==> config.mk <==
export PLATFORM = sky130hd
export DESIGN_NAME = voice_channel_allocator_core
export DESIGN_NICKNAME = d
export VERILOG_FILES = /design/src/rtl/core/vca_pkg.sv /design/src/rtl/core/vca_ctrl.sv /design/src/rtl/core/vca_dp.sv /design/src/rtl/core/voice_channel_allocator_core.sv
export SDC_FILE = /design/constraint.sdc
export NUM_CORES = 2
export LEC_CHECK = 0
export BUFFER_PORTS_ARGS = -buffer_cell sky130_fd_sc_hd__buf_2
export CORE_MARGIN = 2
export CORE_UTILIZATION = 34
export CTS_CLUSTER_DIAMETER = 60
export DETAILED_ROUTE_END_ITERATION = 8
export PLACE_DENSITY_LB_ADDON = 0.05
export SYNTH_ARGS = -nofsm -noshare
export SYNTH_HDL_FRONTEND = slang
export SYNTH_SLANG_ARGS = --single-unit
==> constraint.sdc <==
create_clock -name clk -period 12.4 [get_ports clk]
set_input_delay 3.72 -clock clk [delete_from_list [all_inputs] [get_ports clk]]
set_output_delay 3.72 -clock clk [all_outputs]
set_load 0.005 [all_outputs]
==> src/rtl/core/vca_pkg.sv <==
// ----------------------------------------------------------------------------
// vca_pkg
// Constants, codes and controller/datapath interface types of the voice
// channel allocator.
// ----------------------------------------------------------------------------
`default_nettype none

package vca_pkg;

	localparam int NUM_CHANNELS = 6;
	localparam int COUNT_BITS   = 32;
	localparam int CH_BITS      = (NUM_CHANNELS > 1) ? $clog2(NUM_CHANNELS) : 1;
	localparam int SEQ_W        = 32;
	localparam int NOTE_W       = 7;
	localparam int TIME_W       = 64;
	localparam int CHAN_W       = 3;

	typedef enum logic [1:0] {
		ACT_ON  = 2'd0,
		ACT_OFF = 2'd1,
		ACT_REL = 2'd2
	} action_t;

	// Commands from the controller to the datapath
	typedef struct packed {
		logic               load;
		logic               scan;
		logic               apply;
		logic               rel_emit;
		logic               rel_empty;
		logic [CH_BITS-1:0] idx;
	} vca_cmd_t;

	// Status from the datapath to the controller
	typedef struct packed {
		logic [1:0] action;
		logic       any_held;
		logic       idx_held;
		logic       last_held;
		logic       out_free;
	} vca_stat_t;

	function automatic logic [SEQ_W-1:0] to_seq(input logic [COUNT_BITS-1:0] v);
		logic [63:0] w;
		begin
			w = 64'(v);
			return w[SEQ_W-1:0];
		end
	endfunction

endpackage

`default_nettype wire

==> src/rtl/core/vca_ctrl.sv <==
// ----------------------------------------------------------------------------
// vca_ctrl
// Sequencer of the allocator: takes an event, walks the channels one per cycle
// (release beats wait out a stall) and sends apply/release to the datapath.
// ----------------------------------------------------------------------------
`default_nettype none

module vca_ctrl (
	input  wire logic                clk,
	input  wire logic                arst_n,
	input  wire logic                in_valid,
	output logic                     in_stall,
	input  wire vca_pkg::vca_stat_t  stat,
	output vca_pkg::vca_cmd_t        cmd
);

	typedef enum logic [3:0] {
		ST_IDLE  = 4'b0001,
		ST_SCAN  = 4'b0010,
		ST_APPLY = 4'b0100,
		ST_REL   = 4'b1000
	} state_t;

	state_t                      state_q, state_d;
	logic [vca_pkg::CH_BITS-1:0] idx_q, idx_d;
	logic                        idx_end;

	assign in_stall = (state_q != ST_IDLE);
	assign idx_end  = (idx_q == vca_pkg::CH_BITS'(vca_pkg::NUM_CHANNELS - 1));

	always_comb begin
		state_d       = state_q;
		idx_d         = idx_q;
		cmd           = '0;
		cmd.idx       = idx_q;
		unique case (state_q)
			ST_IDLE: begin
				if (in_valid) begin
					cmd.load = 1'b1;
					idx_d    = '0;
					state_d  = ST_SCAN;
				end
			end
			ST_SCAN: begin
				// release all goes straight to its own walk
				if (vca_pkg::action_t'(stat.action) == vca_pkg::ACT_REL) begin
					state_d = ST_REL;
				end else begin
					cmd.scan = 1'b1;
					if (idx_end) begin
						state_d = ST_APPLY;
					end else begin
						idx_d = idx_q + 1'b1;
					end
				end
			end
			ST_APPLY: begin
				if (stat.out_free) begin
					cmd.apply = 1'b1;
					state_d   = ST_IDLE;
				end
			end
			ST_REL: begin
				if (!stat.any_held) begin
					if (stat.out_free) begin
						cmd.rel_empty = 1'b1;
						state_d       = ST_IDLE;
					end
				end else if (stat.idx_held) begin
					if (stat.out_free) begin
						cmd.rel_emit = 1'b1;
						if (stat.last_held) begin
							state_d = ST_IDLE;
						end else begin
							idx_d = idx_q + 1'b1;
						end
					end
				end else begin
					idx_d = idx_q + 1'b1;
				end
			end
			default: begin
				state_d = ST_IDLE;
			end
		endcase
	end

	always_ff @(posedge clk or negedge arst_n) begin
		if (!arst_n) begin
			state_q <= ST_IDLE;
			idx_q   <= '0;
		end else begin
			state_q <= state_d;
			idx_q   <= idx_d;
		end
	end

endmodule

`default_nettype wire

==> src/rtl/core/vca_dp.sv <==
// ----------------------------------------------------------------------------
// vca_dp
// Datapath of the allocator: channel and voice records, the scan result
// registers, the event decision and the output register.
// ----------------------------------------------------------------------------
`default_nettype none

module vca_dp (
	input  wire logic                         clk,
	input  wire logic                         arst_n,
	input  wire logic [1:0]                   action,
	input  wire logic [vca_pkg::NOTE_W-1:0]   note,
	input  wire logic                         allow_steal,
	input  wire logic [vca_pkg::TIME_W-1:0]   sample_time,
	input  wire vca_pkg::vca_cmd_t            cmd,
	output vca_pkg::vca_stat_t                stat,
	input  wire logic                         out_stall,
	output logic                              out_valid,
	output logic                              accepted,
	output logic [vca_pkg::CHAN_W-1:0]        channel,
	output logic                              key_off,
	output logic                              stolen,
	output logic [vca_pkg::NOTE_W-1:0]        stolen_note,
	output logic [vca_pkg::SEQ_W-1:0]         voice_sequence,
	output logic [vca_pkg::TIME_W-1:0]        voice_on_time,
	output logic [vca_pkg::TIME_W-1:0]        voice_off_time,
	output logic                              last
);

	localparam int N  = vca_pkg::NUM_CHANNELS;
	localparam int CB = vca_pkg::CH_BITS;
	localparam int CW = vca_pkg::COUNT_BITS;
	localparam int TW = vca_pkg::TIME_W;
	localparam int NW = vca_pkg::NOTE_W;

	typedef struct packed {
		logic                             accepted;
		logic [vca_pkg::CHAN_W-1:0]       channel;
		logic                             key_off;
		logic                             stolen;
		logic [NW-1:0]                    stolen_note;
		logic [vca_pkg::SEQ_W-1:0]        seq;
		logic [TW-1:0]                    on_time;
		logic [TW-1:0]                    off_time;
		logic                             last;
	} res_t;

	// event item
	logic [1:0]     act_q;
	logic [NW-1:0]  item_note_q;
	logic           item_steal_q;
	logic [TW-1:0]  item_time_q;

	// channel and voice records
	logic [N-1:0]   held_q;
	logic [NW-1:0]  note_q  [N];
	logic [CW-1:0]  order_q [N];
	logic [CW-1:0]  seq_q   [N];
	logic [TW-1:0]  start_q [N];
	logic [TW-1:0]  end_q   [N];
	logic [CW-1:0]  order_count_q;
	logic [CW-1:0]  voice_count_q;

	// scan results
	logic           match_found_q;
	logic [CB-1:0]  match_idx_q;
	logic [CW-1:0]  match_seq_q;
	logic [TW-1:0]  match_start_q;
	logic [TW-1:0]  match_end_q;
	logic           free_found_q;
	logic [CB-1:0]  free_idx_q;
	logic [CW-1:0]  free_ord_q;
	logic [CB-1:0]  old_idx_q;
	logic [CW-1:0]  old_ord_q;
	logic [NW-1:0]  old_note_q;

	// output register
	logic           out_valid_q;
	res_t           res_q;

	// channel under the walk
	logic           cur_held;
	logic [NW-1:0]  cur_note;
	logic [CW-1:0]  cur_order;
	logic [CW-1:0]  cur_seq;
	logic [TW-1:0]  cur_start;
	logic [TW-1:0]  cur_end;
	logic [TW-1:0]  rel_end;
	logic           higher_held;

	logic [CW-1:0]  new_order;
	logic [CW-1:0]  new_seq;
	logic [CB-1:0]  on_sel;
	logic           on_ok;
	logic           on_stl;
	logic           off_ok;
	logic [TW-1:0]  off_end;
	res_t           res_apply;
	res_t           res_rel;
	res_t           res_empty;

	assign cur_held  = held_q[cmd.idx];
	assign cur_note  = note_q[cmd.idx];
	assign cur_order = order_q[cmd.idx];
	assign cur_seq   = seq_q[cmd.idx];
	assign cur_start = start_q[cmd.idx];
	assign cur_end   = end_q[cmd.idx];
	// a record with sequence zero is no voice and keeps its off time
	assign rel_end   = (cur_seq != '0) ? item_time_q : cur_end;

	always_comb begin
		higher_held = 1'b0;
		for (int k = 0; k < N; k++) begin
			if (CB'(k) > cmd.idx) begin
				higher_held = higher_held | held_q[k];
			end
		end
	end

	assign stat.action    = act_q;
	assign stat.any_held  = |held_q;
	assign stat.idx_held  = cur_held;
	assign stat.last_held = !higher_held;
	assign stat.out_free  = !out_valid_q || !out_stall;

	assign new_order = order_count_q + 1'b1;
	assign new_seq   = voice_count_q + 1'b1;
	assign on_sel    = free_found_q ? free_idx_q : old_idx_q;
	assign on_ok     = !match_found_q && (free_found_q || item_steal_q);
	assign on_stl    = !free_found_q;
	assign off_ok    = match_found_q;
	assign off_end   = (match_seq_q != '0) ? item_time_q : match_end_q;

	always_comb begin
		res_empty      = '0;
		res_empty.last = 1'b1;

		res_apply = res_empty;
		case (vca_pkg::action_t'(act_q))
			vca_pkg::ACT_ON: begin
				if (on_ok) begin
					res_apply.accepted    = 1'b1;
					res_apply.channel     = vca_pkg::CHAN_W'(on_sel);
					res_apply.stolen      = on_stl;
					res_apply.stolen_note = on_stl ? old_note_q : '0;
					res_apply.seq         = vca_pkg::to_seq(new_seq);
					res_apply.on_time     = item_time_q;
					res_apply.off_time    = '0;
				end
			end
			vca_pkg::ACT_OFF: begin
				if (off_ok) begin
					res_apply.accepted = 1'b1;
					res_apply.channel  = vca_pkg::CHAN_W'(match_idx_q);
					res_apply.key_off  = 1'b1;
					res_apply.seq      = vca_pkg::to_seq(match_seq_q);
					res_apply.on_time  = match_start_q;
					res_apply.off_time = off_end;
				end
			end
			default: begin
				res_apply = res_empty;
			end
		endcase

		res_rel          = '0;
		res_rel.accepted = 1'b1;
		res_rel.channel  = vca_pkg::CHAN_W'(cmd.idx);
		res_rel.key_off  = 1'b1;
		res_rel.seq      = vca_pkg::to_seq(cur_seq);
		res_rel.on_time  = cur_start;
		res_rel.off_time = rel_end;
		res_rel.last     = !higher_held;
	end

	// item capture
	always_ff @(posedge clk) begin
		if (cmd.load) begin
			act_q        <= action;
			item_note_q  <= note;
			item_steal_q <= allow_steal;
			item_time_q  <= sample_time;
		end
	end

	// channel walk: first held match, oldest free, oldest overall
	always_ff @(posedge clk or negedge arst_n) begin
		if (!arst_n) begin
			match_found_q <= 1'b0;
			free_found_q  <= 1'b0;
		end else if (cmd.load) begin
			match_found_q <= 1'b0;
			free_found_q  <= 1'b0;
		end else if (cmd.scan) begin
			if (cur_held && (cur_note == item_note_q) && !match_found_q) begin
				match_found_q <= 1'b1;
			end
			if (!cur_held && (!free_found_q || (cur_order < free_ord_q))) begin
				free_found_q <= 1'b1;
			end
		end
	end

	always_ff @(posedge clk) begin
		if (cmd.scan) begin
			if (cur_held && (cur_note == item_note_q) && !match_found_q) begin
				match_idx_q   <= cmd.idx;
				match_seq_q   <= cur_seq;
				match_start_q <= cur_start;
				match_end_q   <= cur_end;
			end
			if (!cur_held && (!free_found_q || (cur_order < free_ord_q))) begin
				free_idx_q <= cmd.idx;
				free_ord_q <= cur_order;
			end
			if ((cmd.idx == '0) || (cur_order < old_ord_q)) begin
				old_idx_q  <= cmd.idx;
				old_ord_q  <= cur_order;
				old_note_q <= cur_note;
			end
		end
	end

	// record updates
	always_ff @(posedge clk or negedge arst_n) begin
		if (!arst_n) begin
			held_q        <= '0;
			order_count_q <= '0;
			voice_count_q <= '0;
			for (int k = 0; k < N; k++) begin
				note_q[k]  <= '0;
				order_q[k] <= '0;
				seq_q[k]   <= '0;
				start_q[k] <= '0;
				end_q[k]   <= '0;
			end
		end else begin
			if (cmd.apply && (vca_pkg::action_t'(act_q) == vca_pkg::ACT_ON) && on_ok) begin
				held_q[on_sel]  <= 1'b1;
				note_q[on_sel]  <= item_note_q;
				order_q[on_sel] <= new_order;
				seq_q[on_sel]   <= new_seq;
				start_q[on_sel] <= item_time_q;
				end_q[on_sel]   <= '0;
				order_count_q   <= new_order;
				voice_count_q   <= new_seq;
			end
			if (cmd.apply && (vca_pkg::action_t'(act_q) == vca_pkg::ACT_OFF) && off_ok) begin
				held_q[match_idx_q] <= 1'b0;
				note_q[match_idx_q] <= '0;
				end_q[match_idx_q]  <= off_end;
			end
			if (cmd.rel_emit) begin
				held_q[cmd.idx]  <= 1'b0;
				note_q[cmd.idx]  <= '0;
				order_q[cmd.idx] <= '0;
				end_q[cmd.idx]   <= rel_end;
				if (!higher_held) begin
					order_count_q <= '0;
				end
			end
			if (cmd.rel_empty) begin
				order_count_q <= '0;
			end
		end
	end

	// output register: load only when empty or draining this cycle
	always_ff @(posedge clk or negedge arst_n) begin
		if (!arst_n) begin
			out_valid_q <= 1'b0;
		end else if (cmd.apply || cmd.rel_emit || cmd.rel_empty) begin
			out_valid_q <= 1'b1;
		end else if (!out_stall) begin
			out_valid_q <= 1'b0;
		end
	end

	always_ff @(posedge clk) begin
		if (cmd.apply) begin
			res_q <= res_apply;
		end else if (cmd.rel_emit) begin
			res_q <= res_rel;
		end else if (cmd.rel_empty) begin
			res_q <= res_empty;
		end
	end

	assign out_valid      = out_valid_q;
	assign accepted       = res_q.accepted;
	assign channel        = res_q.channel;
	assign key_off        = res_q.key_off;
	assign stolen         = res_q.stolen;
	assign stolen_note    = res_q.stolen_note;
	assign voice_sequence = res_q.seq;
	assign voice_on_time  = res_q.on_time;
	assign voice_off_time = res_q.off_time;
	assign last           = res_q.last;

endmodule

`default_nettype wire

==> src/rtl/core/voice_channel_allocator_core.sv <==
// Order: an accepted event is captured, then every channel is walked in turn and the
// decision is loaded into the output register; release all instead walks the channels
// and gives one beat per held channel, skipping free ones, each beat waiting while the
// output is stalled, or a single empty beat when no channel is held.
// Throughput: one event at a time; in_stall holds off the next until its result is issued.
// Reset: all channels free, order and voice counters zero, output empty.
// ----------------------------------------------------------------------------
// voice_channel_allocator_core
// Polyphonic voice allocator with oldest-channel stealing over six channels.
// ----------------------------------------------------------------------------
`default_nettype none

module voice_channel_allocator_core (
	input  wire logic                        clk,
	input  wire logic                        arst_n,
	input  wire logic                        in_valid,
	output logic                             in_stall,
	input  wire logic [1:0]                  action,
	input  wire logic [vca_pkg::NOTE_W-1:0]  note,
	input  wire logic                        allow_steal,
	input  wire logic [vca_pkg::TIME_W-1:0]  sample_time,
	output logic                             out_valid,
	input  wire logic                        out_stall,
	output logic                             accepted,
	output logic [vca_pkg::CHAN_W-1:0]       channel,
	output logic                             key_off,
	output logic                             stolen,
	output logic [vca_pkg::NOTE_W-1:0]       stolen_note,
	output logic [vca_pkg::SEQ_W-1:0]        voice_sequence,
	output logic [vca_pkg::TIME_W-1:0]       voice_on_time,
	output logic [vca_pkg::TIME_W-1:0]       voice_off_time,
	output logic                             last
);

	vca_pkg::vca_cmd_t  cmd;
	vca_pkg::vca_stat_t stat;

	vca_ctrl u_ctrl (
		.clk      (clk),
		.arst_n   (arst_n),
		.in_valid (in_valid),
		.in_stall (in_stall),
		.stat     (stat),
		.cmd      (cmd)
	);

	vca_dp u_dp (
		.clk            (clk),
		.arst_n         (arst_n),
		.action         (action),
		.note           (note),
		.allow_steal    (allow_steal),
		.sample_time    (sample_time),
		.cmd            (cmd),
		.stat           (stat),
		.out_stall      (out_stall),
		.out_valid      (out_valid),
		.accepted       (accepted),
		.channel        (channel),
		.key_off        (key_off),
		.stolen         (stolen),
		.stolen_note    (stolen_note),
		.voice_sequence (voice_sequence),
		.voice_on_time  (voice_on_time),
		.voice_off_time (voice_off_time),
		.last           (last)
	);

endmodule

`default_nettype wire

==> results_dict.tcl <==
set metrics [dict create \
    hold_buffers 0 \
    fmax_mhz 141 \
    synth_cell_types 77 \
    firstDrtPassIters 6 \
    netlist_area_sq_um 94600 \
    fin_crit_ns 7.10 \
    async_flop_share 0.723 \
    slew_headroom 0.0940 \
    cts.sinks 1762 \
    post_cts_buffers 0 \
    cts.repair.resized 0 \
    status "finished clean" \
    grt.overflow.total 0 \
    final_util 0.385 \
    synth-edff-count 487 \
    ios 254 \
    core_sq_um 276000 \
    drive_gt1_frac 0.129 \
    post-route-period-util 0.573 \
    p_per_area_nw_per_um2 167 \
    final-setup-viol-count 0 \
    gp_congestion 0.793 \
    start_kind "flip-flop" \
    grt_max_degree 171 \
    cts_buffers 235 \
    syn-num-nets 10177 \
    chipHeight_um 531 \
    synth-seq-cells 1762 \
    rsz0062_at_grt "no" \
    end_kind "flip-flop" \
    cp.arrival_ns 7.84 \
    start_util 0.342 \
    skew_ns 0.0498 \
    die_x_um 531 \
    yosysSeqAreaShare 0.492 \
    dp_hpwl_mm 227 \
    yosys_most_used_dff "dfrtp_1" \
    h-tree-depth 4 \
    antenna_found_initial 25 \
    viasPerCell 6.16 \
    drtAntennaViolNets 0 \
    crit_type "flip-flop to flip-flop" \
    syn_inst 10032 \
    max-cap-violations 0 \
    power_leakage_uw 0.0444 \
    portBuffers 253 \
    rows 193 \
    drt_iter0_markers 9747 \
    drt-total-wl_mm 435 \
    hold_viol 0 \
    cp_max_fo 70 \
    crit_required_ns 13.14 \
    vdd_ir_drop_max_mv 0.307 \
    worst_slew_pin_slew_ns 1.34 \
    yosysWarningCount 0 \
    syn_avg_cell_area_sq_um 9.43 \
    syn_to_final_growth_pct 12.5 \
    grt_pass1_vias 83510 \
    grt_pass1_wl_mm 627 \
    root_buffer "clkbuf_16" \
    clk_pin_slew_ns 0.06 \
    clock_insertion_delay_worst_skew_ns 0.93 \
    vias 83961 \
    wl_per_cell_um 31.9 \
    cts_tree "done" \
    fin_nets 9851 \
    cts_buffer_depth 4 \
    grt_use_total 0.298 \
    holdWs_ns 0.461 \
    tns_ns 0 \
    drc 0 \
    hp-class "flip-flop to flip-flop" \
    maxSlewViolCount 0 \
    die_area_sq_um 282000 \
]
critical path, cell delays in order (launching register included):
cell      delay (ns)
dfrtp_4         0.61
buf_4           0.34
buf_4           0.42
and3b_4         0.50
buf_4           0.44
a222oi_1        0.51
o21ai_0         0.35
nor4bb_4        0.32
buf_4           0.34
buf_4           0.61
buf_4           0.85
buf_4           0.82
nand4_1         0.16
mux2_1          0.34
nand2_1         0.16
power by group:
group          switching, uW  internal, uW
sequential               205          6100
clock                   2890          4260
combinational           3290          1050
total                   6380         11400
final timing paths:
check	startpoint	end	slack (ns)	cells past startpoint
min	u_dp.seq_q[129]	u_dp.seq_q[129]	0.46	2
max in group asynchronous	arst_n	u_dp.end_q[107]	7.45	3
max reg2reg	u_ctrl.idx_q[1]	u_dp.voice_off_time[32]	5.30	14
min reg2reg	u_dp.seq_q[129]	u_dp.seq_q[129]	0.46	2
max	u_ctrl.idx_q[1]	u_dp.voice_off_time[32]	5.30	14
min in group asynchronous	arst_n	u_dp.start_q[252]	2.77	1
cells in the mapped netlist, drive strengths merged, types with 8 or more instances:
| cell | number | area [sq um] |
|---|---|---|
| and3 | 87 | 544 |
| nand2 | 1774 | 6660 |
| a31oi | 11 | 68.8 |
| a21oi | 232 | 1160 |
| clkbuf | 878 | 3300 |
| o211ai | 8 | 60.1 |
| nor3 | 283 | 1490 |
| o21ai | 417 | 2090 |
| xor2 | 56 | 490 |
| nor2 | 724 | 2720 |
| mux2 | 179 | 2020 |
| a22o | 13 | 114 |
| a221oi | 289 | 2550 |
| ha | 67 | 838 |
| o221ai | 22 | 193 |
| or2 | 143 | 895 |
| o22ai | 12 | 75.1 |
| inv | 84 | 315 |
| edfxtp | 487 | 14600 |
| mux2i | 445 | 4450 |
| a21o | 20 | 150 |
| a2bb2oi | 66 | 578 |
| buf | 185 | 1490 |
| o2bb2ai | 10 | 87.6 |
| a221o | 131 | 1310 |
| mux4 | 9 | 203 |
| nand3 | 180 | 901 |
| nand2b | 266 | 1660 |
| nor2b | 17 | 106 |
| a211oi | 137 | 1030 |
| and2 | 13 | 81.3 |
| nand4 | 481 | 3010 |
| a22oi | 483 | 3630 |
| xnor2 | 71 | 622 |
| nor4 | 402 | 2530 |
| dfrtp | 1273 | 31900 |
cell type report:
type                            instances  area (sq um)
Fill cell                           27284        170000
Sequential cell                      1762         46500
Multi-Input combinational cell       7121         43400
Clock buffer                          324          6600
Tap cell                             3705          4640
Timing Repair Buffer                  500          3490
Clock inverter                        117          1400
Inverter                               86           328
Antenna cell                            7          17.5
cells in the final DEF (no fill, tap or decap), types with 152 or more instances in the layout:
| cell type | netlist | layout |
|---|---|---|
| nand3_1 | 180 | 175 |
| clkbuf_16 | 0 | 240 |
| a21oi_1 | 232 | 231 |
| nand2_1 | 1774 | 1771 |
| dfrtp_1 | 1273 | 1270 |
| mux2_2 | 152 | 152 |
| edfxtp_1 | 487 | 487 |
| nor2_1 | 724 | 712 |
| a221oi_1 | 286 | 286 |
| buf_2 | 44 | 252 |
| mux2i_1 | 445 | 445 |
| o21ai_0 | 414 | 409 |
| nand4_1 | 481 | 481 |
| nor4_1 | 401 | 396 |
| nor3_1 | 268 | 251 |
| a22oi_1 | 483 | 483 |
| nand2b_1 | 266 | 266 |
| buf_4 | 7 | 219 |
routing by layer:
metal | share of wire | global-route usage | up-vias
met5 | 0.00021 | 0 | -
met4 | 0.031 | 0.0914 | 8
met3 | 0.075 | 0.0475 | 799
met2 | 0.45 | 0.470 | 3971
met1 | 0.44 | 0.417 | 43123
li1 | - | - | 36060
flip-flops by register name, indices dropped and copies added, names as in the netlist, 32 cells and up:
register             cells
u_dp.end_q             384
u_dp.start_q           384
u_dp.order_q           192
u_dp.seq_q             192
u_dp.item_time_q        64
u_dp.match_end_q        64
u_dp.match_start_q      64
u_dp.voice_off_time     64
u_dp.voice_on_time      64
u_dp.note_q             42
u_dp.free_ord_q         32
u_dp.match_seq_q        32
u_dp.old_ord_q          32
u_dp.order_count_q      32
u_dp.voice_count_q      32
u_dp.voice_sequence     32
kinds of logic after synthesis:
logic type | share of synthesized area
and+or+nand+nor | 0.222
AOI/OAI and AO/OA | 0.141
DFF | 0.492
buffers and inverters | 0.0540
muxes | 0.0706
xor gates and xnor gates | 0.0118
adders and majority gates | 0.00886
stage by stage:
stage	setup slack [ns]	std cells	cell area, sq um	total power [uW]
2_1_floorplan	4.82	10032	94600	9330
3_3_place_gp	5.01	13174	98400	10700
3_5_place_dp	4.88	13174	98400	10700
4_1_cts	5.37	13615	106000	17800
5_1_grt	5.17	13617	106000	18200
6_report	5.30	13622	106000	17800
(Power assumes the default switching activity.)
